$ cat config.mk
export PLATFORM = sky130hd
export DESIGN_NAME = lprt_cell
export DESIGN_NICKNAME = d
export VERILOG_FILES = /design/src/assert_macros.svh /design/src/lprt_pkg.sv /design/src/lprt_cell.sv
export SDC_FILE = /design/constraint.sdc
export NUM_CORES = 1
export LEC_CHECK = 0
export ABC_CLOCK_PERIOD_IN_PS = 3230
export BUFFER_PORTS_ARGS = -buffer_cell sky130_fd_sc_hd__buf_2
export CAP_MARGIN = 20
export CORE_AREA = 2 2 272 274
export DETAILED_ROUTE_END_ITERATION = 6
export DIE_AREA = 0 0 274 276
export PLACE_DENSITY = 0.56
export SYNTH_ARGS = -nofsm -noshare
export SYNTH_HDL_FRONTEND = slang
export SYNTH_SLANG_ARGS = --single-unit
$ cat constraint.sdc
create_clock -name clk -period 3.23 [get_ports clk]
set_input_delay 0.1615 -clock clk [delete_from_list [all_inputs] [get_ports clk]]
set_output_delay 0.1615 -clock clk [all_outputs]
set_load 0.1 [all_outputs]
$ cat src/assert_macros.svh
// Assertion macros used by the route table RTL.
// No dependencies; include by bare file name.
`ifndef ASSERT_MACROS_SVH
`define ASSERT_MACROS_SVH
`ifndef NO_ASSERTIONS
`define ASSERT_CLK(label, clk, rst_n, prop, msg) \
	label: assert property (@(posedge clk) disable iff (!rst_n) prop) else $error(msg);
`define ASSERT_NORST(label, clk, prop, msg) \
	label: assert property (@(posedge clk) prop) else $error(msg);
`else
`define ASSERT_CLK(label, clk, rst_n, prop, msg)
`define ASSERT_NORST(label, clk, prop, msg)
`endif
`endif

$ cat src/lprt_pkg.sv
// Package for the longest prefix route table: constants, payload and cell types.
// No dependencies.
package lprt_pkg;
	localparam int ENTRIES = 16;
	localparam int IDX_W = (ENTRIES > 1) ? $clog2(ENTRIES) : 1;
	localparam int CNT_W = $clog2(ENTRIES + 1);

	typedef enum logic [1:0] {
		FUNC_ADD = 2'd0,
		FUNC_REMOVE = 2'd1,
		FUNC_LOOKUP = 2'd2,
		FUNC_DEACT = 2'd3
	} func_t;

	typedef struct packed {
		logic [1:0] func;
		logic [31:0] addr;
		logic [31:0] mask;
		logic [31:0] gateway_in;
		logic [15:0] iface;
		logic [31:0] generation;
		logic [31:0] metric_in;
	} req_t;

	typedef struct packed {
		logic status;
		logic [31:0] hit_network;
		logic [31:0] hit_netmask;
		logic [31:0] hit_gateway;
		logic [15:0] hit_iface;
		logic [31:0] hit_generation;
		logic [31:0] hit_metric;
		logic [5:0] hit_prefix_len;
		logic [4:0] removed;
		logic [4:0] used_slots;
		logic [4:0] free_slots;
	} rsp_t;

	// Route held in one cell
	typedef struct packed {
		logic [31:0] network;
		logic [31:0] mask;
		logic [31:0] gateway;
		logic [15:0] iface;
		logic [31:0] generation;
		logic [31:0] metric;
		logic [5:0] prefix;
	} route_t;

	// Running state carried along the cell chain during one operation
	typedef struct packed {
		logic dup;
		logic placed;
		logic removed_one;
		logic found;
		logic [IDX_W-1:0] best_idx;
		logic [CNT_W-1:0] cleared;
		logic [CNT_W-1:0] used;
		route_t best;
	} chain_t;

	// Broadcast command to every cell for one pass
	typedef struct packed {
		logic check;
		logic commit;
		logic ok;
		logic [1:0] func;
		logic [31:0] addr;
		logic [31:0] mask;
		logic [15:0] iface;
		logic [31:0] generation;
		route_t route;
	} cmd_t;
endpackage

$ cat src/lprt_cell.sv
// One route table slot: holds a route, folds it into the running pass state and
// hands that state, registered, to the next cell. Depends on lprt_pkg.
module lprt_cell (
	input logic clk,
	input logic arst_n,
	input logic [lprt_pkg::IDX_W-1:0] idx,
	input lprt_pkg::cmd_t cmd,
	input logic tok_in,
	input lprt_pkg::chain_t chain_in,
	output logic tok_out,
	output lprt_pkg::chain_t chain_out
);
	logic valid_q;
	lprt_pkg::route_t route_q;
	logic tok_q;
	lprt_pkg::chain_t chain_q;
	lprt_pkg::chain_t chain_nxt;
	logic exact;
	logic hit;
	logic better;
	logic deact;
	logic do_add;
	logic do_rem;
	logic do_deact;

	// Compare the stored route against the broadcast command
	always_comb begin
		exact = valid_q && route_q.network == cmd.addr && route_q.mask == cmd.mask
			&& route_q.iface == cmd.iface;
		hit = valid_q && ((cmd.addr & route_q.mask) == route_q.network);
		better = !chain_in.found || route_q.prefix > chain_in.best.prefix
			|| (route_q.prefix == chain_in.best.prefix
			&& route_q.metric < chain_in.best.metric);
		deact = valid_q && cmd.iface != 16'd0 && route_q.iface == cmd.iface
			&& (cmd.generation == 32'd0 || route_q.generation == cmd.generation);
		do_add = tok_in && cmd.commit && cmd.ok && cmd.func == lprt_pkg::FUNC_ADD
			&& !valid_q && !chain_in.placed;
		do_rem = tok_in && cmd.commit && cmd.func == lprt_pkg::FUNC_REMOVE
			&& cmd.iface != 16'd0 && exact && !chain_in.removed_one;
		do_deact = tok_in && cmd.commit && cmd.func == lprt_pkg::FUNC_DEACT && deact;
		chain_nxt = chain_in;
		if (cmd.check && exact)
			chain_nxt.dup = 1'b1;
		if (do_add)
			chain_nxt.placed = 1'b1;
		if (do_rem)
			chain_nxt.removed_one = 1'b1;
		if (cmd.commit && cmd.func == lprt_pkg::FUNC_LOOKUP && hit && better) begin
			chain_nxt.found = 1'b1;
			chain_nxt.best_idx = idx;
			chain_nxt.best = route_q;
		end
		if (do_deact)
			chain_nxt.cleared = chain_in.cleared + lprt_pkg::CNT_W'(1);
		// Count slots still valid after this operation
		if ((valid_q && !do_rem && !do_deact) || do_add)
			chain_nxt.used = chain_in.used + lprt_pkg::CNT_W'(1);
	end

	// Hold valid bit
	always_ff @(posedge clk or negedge arst_n) begin
		if (!arst_n) begin
			valid_q <= 1'b0;
		end else if (do_add) begin
			valid_q <= 1'b1;
		end else if (do_rem || do_deact) begin
			valid_q <= 1'b0;
		end
	end

	// Hold route fields; remove clears them
	always_ff @(posedge clk or negedge arst_n) begin
		if (!arst_n) begin
			route_q <= '0;
		end else if (do_add) begin
			route_q <= cmd.route;
		end else if (do_rem) begin
			route_q <= '0;
		end
	end

	// Advance the token and the pass state to the next cell
	always_ff @(posedge clk or negedge arst_n) begin
		if (!arst_n) begin
			tok_q <= 1'b0;
			chain_q <= '0;
		end else begin
			tok_q <= tok_in;
			if (tok_in)
				chain_q <= chain_nxt;
		end
	end

	assign tok_out = tok_q;
	assign chain_out = chain_q;
endmodule

==> metrics, run 1 <==
post-route DRC violation count=0; RSZ-0062 raised after global routing=yes; Syn Inst Count=1983; syn nets=2528; RePlAce Congestion=0.9511; CTS tree=built; Detailed Place HPWL=64790 um; syn avg cell area=9.593 um^2; vias in the first global route=21303; num ports=707; crit path launch type=register; Post-DP Area=24290 um^2; WP data arrival=3.65 ns; Syn Std Cell Area=19020 um^2; ys async rst share=1.000; routed vias/inst=5.076; Cell variety after synth=49; Max clock buf depth=3; setup_tns=0 ns; clock transition at the registers of the reported paths=0.06 ns; leakage=0.01340 uW; layout cell share with drive strength beyond 1=0.2890; die width=274 um; PortBufs=706; Placed Cells incl. Taps=3581; Worst Setup Path Type=register to register; Overall Global Routing Usage=0.2273; postcts setup bufs=0; Iter 0 DRT Violations=1401; slew at the pin closest to its max-slew limit=1.018 ns; number of synthesized flops with an enable pin=0; footprint of the multi-input gates=8627 um^2; max-slew violations=0; DP Worst Slack=0.09779 ns; fin area=29750 um^2; worst setup slack after layout=0.08315 ns; yosys warns=0; TritonCTS buffer count=45; drt total wl=88950 um; CTS Root Cell=clkbuf_16; gr ovfl total=0; Area growth syn-to-layout=56.42%; Initial Utilization=0.2621; Hold Path Class=primary input to register; row count=99; WP data required=3.73 ns; Hold Slack=0.03001 ns; Min Clock Period, post-route=3.147 ns; hold path cells=3; routed via count=20648; power per cell area=562.3 nW/um^2; Fillers=7149; slew margin rel.=0.3212; Crit Path Max Fanout=94; final hold vios=0; maxcap violations=0; sequential area share after synthesis=0.5052; Post-Layout Cell Count=4068; Fmax achieved=317.8 MHz; core area=72590 um^2; R2R cell count=10; later-pin clock latency in the skew report=0.58 ns; CP Capture Type=register; Worst VDD drop=0.4180 mV; antenna-violating nets left=0; total die area=75620 um^2; # nets final=3600; status=finished clean; #FFs+latches synth=384; clk_skew=0.03511 ns; initial antenna violation count=25; most used flip-flop cell after synthesis=dfrtp_1; crit share post-route=0.9743; largest net degree at the start of global routing=199; WL per Instance=21.87 um; first-pass GRT wire length=132000 um; DIE HEIGHT=276 um; Final setup viols=0; drt pass-1 iters=6; # clock sinks=384; Sequential Area=9609 um^2; H-tree depth=2
[metrics by stage]
| step | util | total power, uW |
|---|---|---|
| 5_1_grt | 0.4097 | 17430 |
| 4_1_cts | 0.4091 | 16820 |
| 3_3_place_gp | 0.3347 | 11030 |
| 3_5_place_dp | 0.3347 | 11040 |
| 2_1_floorplan | - | 9231 |
| 6_report | 0.4099 | 16730 |
[worst paths after layout]
kind	end	slack [ns]	startpoint
min in group asynchronous	chain_out[195]	0.23	arst_n
max	chain_out[129]	0.08	route_q[5]
min reg2reg	chain_out[198]	0.48	chain_out[198]
max reg2reg	chain_out[129]	0.08	route_q[5]
min	chain_out[196]	0.03	chain_in[196]
max in group asynchronous	chain_out[188]	2.06	arst_n
[worst max-delay path, stage by stage, from the launching register on]
cell      delay, ns
dfrtp_1        0.40
ha_1           0.29
and4_1         0.23
nand3_1        0.17
a211oi_1       0.35
o21a_1         0.17
o211ai_1       0.17
o21ai_4        0.31
buf_16         0.33
nand3_1        0.25
a31oi_1        0.21
[layout by cell type, fill, tap and decap left out, types with 8 or more instances in the layout]
| cell type | count |
|---|---|
| nor2_1 | 214 |
| dlygate4sd3_1 | 386 |
| diode_2 | 19 |
| nand3_1 | 194 |
| xor2_1 | 45 |
| o21ai_1 | 188 |
| buf_4 | 72 |
| clkbuf_16 | 46 |
| ha_1 | 39 |
| nor2b_1 | 39 |
| inv_1 | 60 |
| dfrtp_1 | 384 |
| xnor2_1 | 66 |
| buf_12 | 26 |
| clkinv_2 | 9 |
| clkbuf_8 | 12 |
| a22o_1 | 182 |
| o22ai_1 | 8 |
| nor4_1 | 43 |
| a31oi_1 | 188 |
| nand4_1 | 27 |
| nand2_1 | 29 |
| a21oi_1 | 23 |
| buf_2 | 704 |
[metal layers]
| layer | vias up | share of wire | wire length (um) | track usage |
|---|---|---|---|---|
| met4 | 12 | 0.049 | 4328 | 0.1048 |
| met2 | 985 | 0.48 | 42430 | 0.3831 |
| met3 | 228 | 0.083 | 7380 | 0.05654 |
| met1 | 9916 | 0.39 | 34750 | 0.2708 |
| li1 | 9507 | - | - | - |
| met5 | - | 0.00073 | 65 | 0 |
[layout make-up]
class,instances,area share
well taps,959,0.04033
repair buffers,1191,0.2859
flip-flops and latches,384,0.3230
diodes,19,0.001598
inverters,60,0.007569
clock buffers,62,0.04474
clock inverters,20,0.006981
multi-input cells,1373,0.2899
[flip-flops by register name, indices dropped and copies added (netlist names)]
register / flops
route_q: 182
valid_q: 1
tok_out: 1
chain_out: 200
[report_power, final]
| part | switching [uW] | internal, uW | leakage (uW) |
|---|---|---|---|
| Combinational | 3460 | 1740 | 0.00799 |
| Clock | 2210 | 3130 | 0.000756 |
| Sequential | 731 | 5460 | 0.00466 |
| Total | 6400 | 10300 | 0.0134 |
[kinds of logic after synthesis]
group,after synthesis,synth area share
buf+inv,226,0.04460
simple gates,592,0.1527
compound gates,628,0.2192
mux,3,0.001644
flops,384,0.5052
xor+xnor,111,0.05111
fa+ha+maj,39,0.02565
[synth_stat cells, types with 2 or more instances]
cell / n / share of area
o21ai_1: 189 / 0.050
o21ai_0: 5 / 0.0013
o2111ai_1: 3 / 0.0014
nor4_1: 45 / 0.015
or3_1: 4 / 0.0013
dfrtp_1: 384 / 0.51
xnor2_1: 66 / 0.030
and3_1: 4 / 0.0013
and4_1: 5 / 0.0023
a21oi_1: 23 / 0.0061
nand4_1: 27 / 0.0089
a21o_1: 4 / 0.0016
nand4b_1: 3 / 0.0014
a2111oi_0: 4 / 0.0018
a31oi_1: 189 / 0.062
inv_1: 60 / 0.012
nand3_1: 195 / 0.051
nor3_1: 6 / 0.0016
a22o_1: 182 / 0.084
nor2_1: 214 / 0.042
o22ai_1: 8 / 0.0026
xor2_1: 45 / 0.021
or4_1: 4 / 0.0016
a22oi_1: 7 / 0.0028
a221oi_1: 3 / 0.0014
buf_1: 7 / 0.0014
nor2b_1: 39 / 0.013
mux2i_1: 2 / 0.0011
clkbuf_1: 159 / 0.031
a211oi_1: 3 / 0.0012
nand3b_1: 2 / 0.00079
o21a_1: 3 / 0.0012
ha_1: 39 / 0.026
nand2b_1: 7 / 0.0023
nand2_1: 29 / 0.0057
[repair_timing]
item	in CTS	in global routing
endpoints found under the hold margin	462	0
hold buffers	386	0
resized for setup	0	2
endpoints found under the setup margin	0	32
(Power assumes the default switching activity.)
==> run 2, diff against run 1 <==
--- a/config.mk
+++ b/config.mk
@@ -12,6 +12,7 @@
 export DETAILED_ROUTE_END_ITERATION = 6
 export DIE_AREA = 0 0 274 276
 export PLACE_DENSITY = 0.56
+export REMOVE_ABC_BUFFERS = 1
 export SYNTH_ARGS = -nofsm -noshare
 export SYNTH_HDL_FRONTEND = slang
 export SYNTH_SLANG_ARGS = --single-unit
==> run 2 against run 1 <==
The run now ends with design-rule violations left. Via count grew 0.28%. Combinational power shrank 0.8%. Power grew 1.6%. Utilization grew 0.12 points. Routed wire length shrank 2.5%. Sequential share of layout area shrank 0.098 points. Die area is the same. Sequential power shrank 0.8%. Non-clock buffer count shrank 6. Largest cell class unchanged. Largest power group unchanged.
==> metrics, run 2 (same netlist as run 1, synthesis figures left out) <==
status=complete, but fails checks; failing checks=design-rule violations; CTS tree=built; Area growth syn-to-layout=56.89%; R2R cell count=10 (unchanged); Min Clock Period, post-route=3.080 ns (-0.06645 ns); core area=72590 um^2 (unchanged); first-pass GRT wire length=130500 um (-1.1%); WL per Instance=21.35 um (-2.4%); # clock sinks=384 (unchanged); Iter 0 DRT Violations=1552 (+11%); GRT busiest layer=met2; met3 usage=0.04577 (-0.01077); clock transition at the registers of the reported paths=0.06 ns (about the same); Worst VDD drop=0.4326 mV (+3.5%); initial antenna violation count=21 (-16%); max reg flops=200 (unchanged); R2R setup slack=0.15 ns (+0.07 ns); largest net degree at the start of global routing=206 (+3.5%); WP data required=3.68 ns (-0.05 ns); postcts setup bufs=0 (unchanged); DIE HEIGHT=276 um (unchanged); GR Util met1=0.2877 (+0.01696); post-route DRC violation count=1 (+1); Overall Global Routing Usage=0.2212 (-0.006077); Post-Layout Cell Count=4061 (-0.17%); die width=274 um (unchanged); Core Util, Final=0.4111 (+0.001241); most frequent cells in the layout=704 x buf_2, 389 x dlygate4sd3_1, 384 x dfrtp_1; layout cell share with drive strength beyond 1=0.2858 (-0.003190); routed vias/inst=5.099 (+0.45%); routed via count=20706 (+0.28%); PortBufs=706 (unchanged); TritonCTS buffer count=46 (+2.2%); Detailed Place HPWL=61570 um (-5.0%); Placed Cells incl. Taps=3572 (-0.25%); vias in the first global route=20955 (-1.6%); crit share post-route=0.9537 (-0.02057); Hold Path Class=primary input to register; total die area=75620 um^2 (unchanged); gr ovfl total=0 (unchanged); Tot Pwr=17000 uW (+1.6%); H-tree depth=2 (unchanged); antenna-violating nets left=0 (unchanged); WP data arrival=3.54 ns (-0.11 ns); Worst Setup Path Type=register to register; RSZ-0062 raised after global routing=no; RR Endpoint=route_q[94]; Fmax achieved=324.6 MHz (+2.2%); row count=99 (unchanged); drt total wl=86710 um (-2.5%); Worst Setup EP=route_q[94]; commonest non-fill, non-tap cell in the layout=buf_2; leakage=0.01343 uW (+0.21%); power per cell area=569.6 nW/um^2 (+1.3%); # nets final=3595 (-0.14%); Initial Utilization=0.2621 (unchanged); Final setup viols=0 (unchanged); later-pin clock latency in the skew report=0.58 ns (about the same); slew margin rel.=0.2239 (-0.09726); max-slew violations=0 (unchanged); slew at the pin closest to its max-slew limit=1.164 ns (+0.1459 ns); num ports=707 (unchanged); Hold Slack=0.02919 ns (-0.0008147 ns); fin area=29840 um^2 (+0.30%); crit path from=route_q[151]; drt pass-1 iters=7 (+1); Crit Path Max Fanout=23 (-76%); Max clock buf depth=3 (unchanged); RePlAce Congestion=0.9611 (+1.1%); maxcap violations=0 (unchanged); CP Capture Type=register; final hold vios=0 (unchanged); Post-DP Area=24260 um^2 (-0.15%); crit path launch type=register; clk_skew=0.01923 ns (-0.01588 ns); CTS Root Cell=clkbuf_16; met2 usage=0.3637 (-0.01943); Critical R2R Launch=route_q[151]
==> run 2: cell type report <==
type                       instances  area [um^2]
multi-input combinational       1373         8631
antenna                           16        40.04
timing repair buffer            1185         8506
clock inverter                    17        249.0
sequential                       384         9609
inverter                          60        225.2
fill                            7139        42740
clock buffer                      67         1384
tap                              959         1200
==> run 2: per-stage QoR <==
| step | TNS (ns) | setup slack, ns |
|---|---|---|
| 6_report | 0 | 0.1496 |
| 5_1_grt | 0 | 0.003194 |
| 4_1_cts | 0 | 0.009250 |
| 3_5_place_dp | 0 | 0.06348 |
| 3_3_place_gp | 0 | 0.07899 |
| 2_1_floorplan | -7657.18 | -36.76 |
==> run 2: worst min-delay path by stage <==
stage              from             end  slack [ns]  cells after the start
2_1_floorplan    arst_n    chain_out[0]       -0.13                      0
4_1_cts        cmd[295]  chain_out[198]       0.002                      3
3_3_place_gp     arst_n  chain_out[191]        0.22                      1
3_5_place_dp     arst_n  chain_out[191]        0.21                      1
5_1_grt        cmd[295]  chain_out[198]        0.05                      3
6_report       cmd[295]  chain_out[198]        0.03                      3
==> run 2: repair_timing <==
action	4_1_cts	5_1_grt
setup endpoints to repair	0	172
hold buffers	389	0
hold endpoints to repair	446	0
resized for setup	0	4
==> run 2: critical path: stages, from the launching register on <==
cell,delay (ns)
dfrtp_1,0.57
nor2b_1,0.19
nor4_1,0.35
nand2_1,0.09
or4_1,0.48
nor4_1,0.35
buf_4,0.19
a31oi_4,0.12
buf_12,0.21
buf_12,0.18
a22o_1,0.20
==> run 2: per-layer routing <==
| metal | wire [um] | share of wire | vias to the layer above |
|---|---|---|---|
| li1 | - | - | 9463 |
| met4 | 2907 | 0.034 | 14 |
| met1 | 36740 | 0.42 | 10184 |
| met2 | 41410 | 0.48 | 870 |
| met5 | 95 | 0.0011 | - |
| met3 | 5547 | 0.064 | 175 |
==> run 2: where the power goes <==
part           leakage [uW]  internal, uW  total (uW)  switching [uW]
Combinational       0.00796          1730        5160            3430
Clock              0.000810          3450        5680            2230
Sequential          0.00466          5470        6150             689
==> run 3, diff against run 2 <==
--- a/config.mk
+++ b/config.mk
@@ -6,7 +6,7 @@
 export NUM_CORES = 1
 export LEC_CHECK = 0
 export ABC_CLOCK_PERIOD_IN_PS = 3230
-export BUFFER_PORTS_ARGS = -buffer_cell sky130_fd_sc_hd__buf_2
+export BUFFER_PORTS_ARGS = -buffer_cell sky130_fd_sc_hd__clkbuf_2
 export CAP_MARGIN = 20
 export CORE_AREA = 2 2 272 274
 export DETAILED_ROUTE_END_ITERATION = 6
==> constraint.sdc (replaced) <==
create_clock -name clk -period 3.23 [get_ports clk]
set_input_delay 0.1615 -clock clk [delete_from_list [all_inputs] [get_ports clk]]
set_output_delay 0.1615 -clock clk [all_outputs]
set_load 0.005 [all_outputs]
==> run 3 against run 2 <==
Combinational power down 32%. Flip-flop and latch count unchanged. Clock skew up 0.0028 ns. Sequential share of layout area about the same. The run now ends clean. Critical endpoint is now chain_out[125]. Critical path depth unchanged.
==> metrics, run 3 (same netlist as run 1, synthesis figures left out) <==
status=finished clean; postcts setup bufs=0 (unchanged); maxcap violations=0 (unchanged); Flop pwr share=0.400 (+0.038); routed length on met3=6125 um (+10%); drt total wl=87380 um (+0.78%); H-tree depth=2 (unchanged); num ports=707 (unchanged); Post-DP Area=24280 um^2 (about the same); drt pass-1 iters=7 (unchanged); DIE HEIGHT=276 um (unchanged); gr ovfl total=0 (unchanged); Logic pwr share=0.227 (-0.077); PortBufs=706 (unchanged); initial antenna violation count=24 (+14%); Worst VDD drop=0.4225 mV (-2.3%); crit share post-route=0.9896 (+0.03587); post-route DRC violation count=0 (-1); clock transition at the registers of the reported paths=0.07 ns (about the same); later-pin clock latency in the skew report=0.59 ns (about the same); CTS tree=built; Crit Path Max Fanout=103 (+350%); clk_skew=0.02204 ns (+0.002809 ns); CTS Root Cell=clkbuf_16; Fillers=7119 (-0.28%); CP Capture Type=register; Fmax achieved=312.9 MHz (-3.6%); DR WL met2=40960 um (-1.1%); Internal=10670 uW (+0.19%); routed via count=20663 (-0.21%); # nets final=3596 (+0.028%); power per cell area=514.5 nW/um^2 (-9.7%); Hold Path Class=primary input to register; routed vias/inst=5.087 (-0.23%); core area=72590 um^2 (unchanged); largest net degree at the start of global routing=156 (-24%); RePlAce Congestion=0.9132 (-5.0%); Iter 0 DRT Violations=1542 (-0.64%); final hold vios=0 (unchanged); WP data arrival=3.62 ns (+0.08 ns); layout cell share with drive strength beyond 1=0.2877 (+0.001851); Detailed Place HPWL=62490 um (+1.5%); max-slew violations=0 (unchanged); Min Clock Period, post-route=3.196 ns (+0.1159 ns); WP data required=3.66 ns (-0.02 ns); commonest non-fill, non-tap cell in the layout=clkbuf_2; most frequent cells in the layout=704 x clkbuf_2, 389 x dlygate4sd3_1, 384 x dfrtp_1; die width=274 um (unchanged); Overall Global Routing Usage=0.2215 (+0.0003110); total die area=75620 um^2 (unchanged); Area growth syn-to-layout=57.09%; crit path launch type=register; M1 WL=37070 um (+0.90%); leakage=0.01364 uW (+1.6%); Max clock buf depth=3 (unchanged); WL per Instance=21.51 um (+0.75%); slew margin rel.=0.3805 (+0.1566); Sw Pwr=4700 uW (-26%); Top Layer Used=met5; first-pass GRT wire length=129600 um (-0.65%); Hold Slack=0.03815 ns (+0.008954 ns); TritonCTS buffer count=46 (unchanged); Final setup viols=0 (unchanged); vias in the first global route=20630 (-1.6%); max reg flops=200 (unchanged); # clock sinks=384 (unchanged); row count=99 (unchanged); antenna-violating nets left=0 (unchanged); slew at the pin closest to its max-slew limit=0.9292 ns (-0.2349 ns); Initial Utilization=0.2621 (unchanged); Clock power frac=0.372 (+0.038); Switching Fraction=0.3058 (-0.06757); Core Util, Final=0.4117 (+0.0005340); fin area=29880 um^2 (+0.13%); Worst Setup Path Type=register to register; RSZ-0062 raised after global routing=no
==> run 3: power groups by stage <==
stage          combinational (uW)  sequential, uW  clock (uW)
5_1_grt                      3810            6230        6040
2_1_floorplan                1460            6010           0
6_report                     3500            6160        5720
4_1_cts                      3490            6140        5840
3_3_place_gp                 3070            6210           0
3_5_place_dp                 3080            6210           0
==> run 3: worst paths after layout <==
| check | end | slack, ns | cells past startpoint | start |
|---|---|---|---|---|
| min reg2reg | route_q[110] | 0.50 | 1 | route_q[110] |
| min | chain_out[198] | 0.04 | 3 | cmd[295] |
| min in group asynchronous | chain_out[191] | 0.19 | 2 | arst_n |
| max reg2reg | chain_out[125] | 0.03 | 10 | route_q[150] |
| max | chain_out[125] | 0.03 | 10 | route_q[150] |
| max in group asynchronous | route_q[22] | 2.12 | 3 | arst_n |
==> run 3: routing by layer <==
layer	vias up	track usage
met3	197	0.04204
met4	16	0.08542
li1	9493	-
met1	10048	0.2921
met5	-	0
met2	909	0.3575
==> run 3: through the flow <==
stage | worst slack [ns] | instances | power (uW) | TNS (ns)
after floorplan | -36.76 | 1817 | 7467 | -7657.17
after global placement | 0.2419 | 3573 | 9277 | 0
after detailed placement | 0.1928 | 3573 | 9286 | 0
after CTS | 0.1521 | 4046 | 15470 | 0
after global routing | 0.01305 | 4061 | 16080 | 0
final | 0.03372 | 4062 | 15370 | 0
==> run 3: layout make-up <==
cell class	count	area (um^2)	share of cell area
Clock inverter	22	286.5	0.009588
Timing Repair Buffer	1186	8518	0.2851
Antenna cell	16	40.04	0.001340
Inverter	60	225.2	0.007537
Clock buffer	62	1375	0.04602
Multi-Input combinational cell	1373	8628	0.2887
Sequential cell	384	9609	0.3216
Tap cell	959	1200	0.04015
==> run 3: worst max-delay path, stage by stage, from the launching register on <==
cell	delay, ns
dfrtp_1	0.43
nand2b_1	0.20
o2111ai_1	0.17
or3_1	0.38
or2_1	0.31
nor4_1	0.30
buf_4	0.17
nand3_4	0.11
buf_12	0.21
o21ai_1	0.36
a31oi_1	0.11
==> run 3: what timing repair did <==
item                       4_1_cts  5_1_grt
setup endpoints to repair        0       23
resized for setup                0        2
hold endpoints to repair       456        0
hold buffers                   389        0
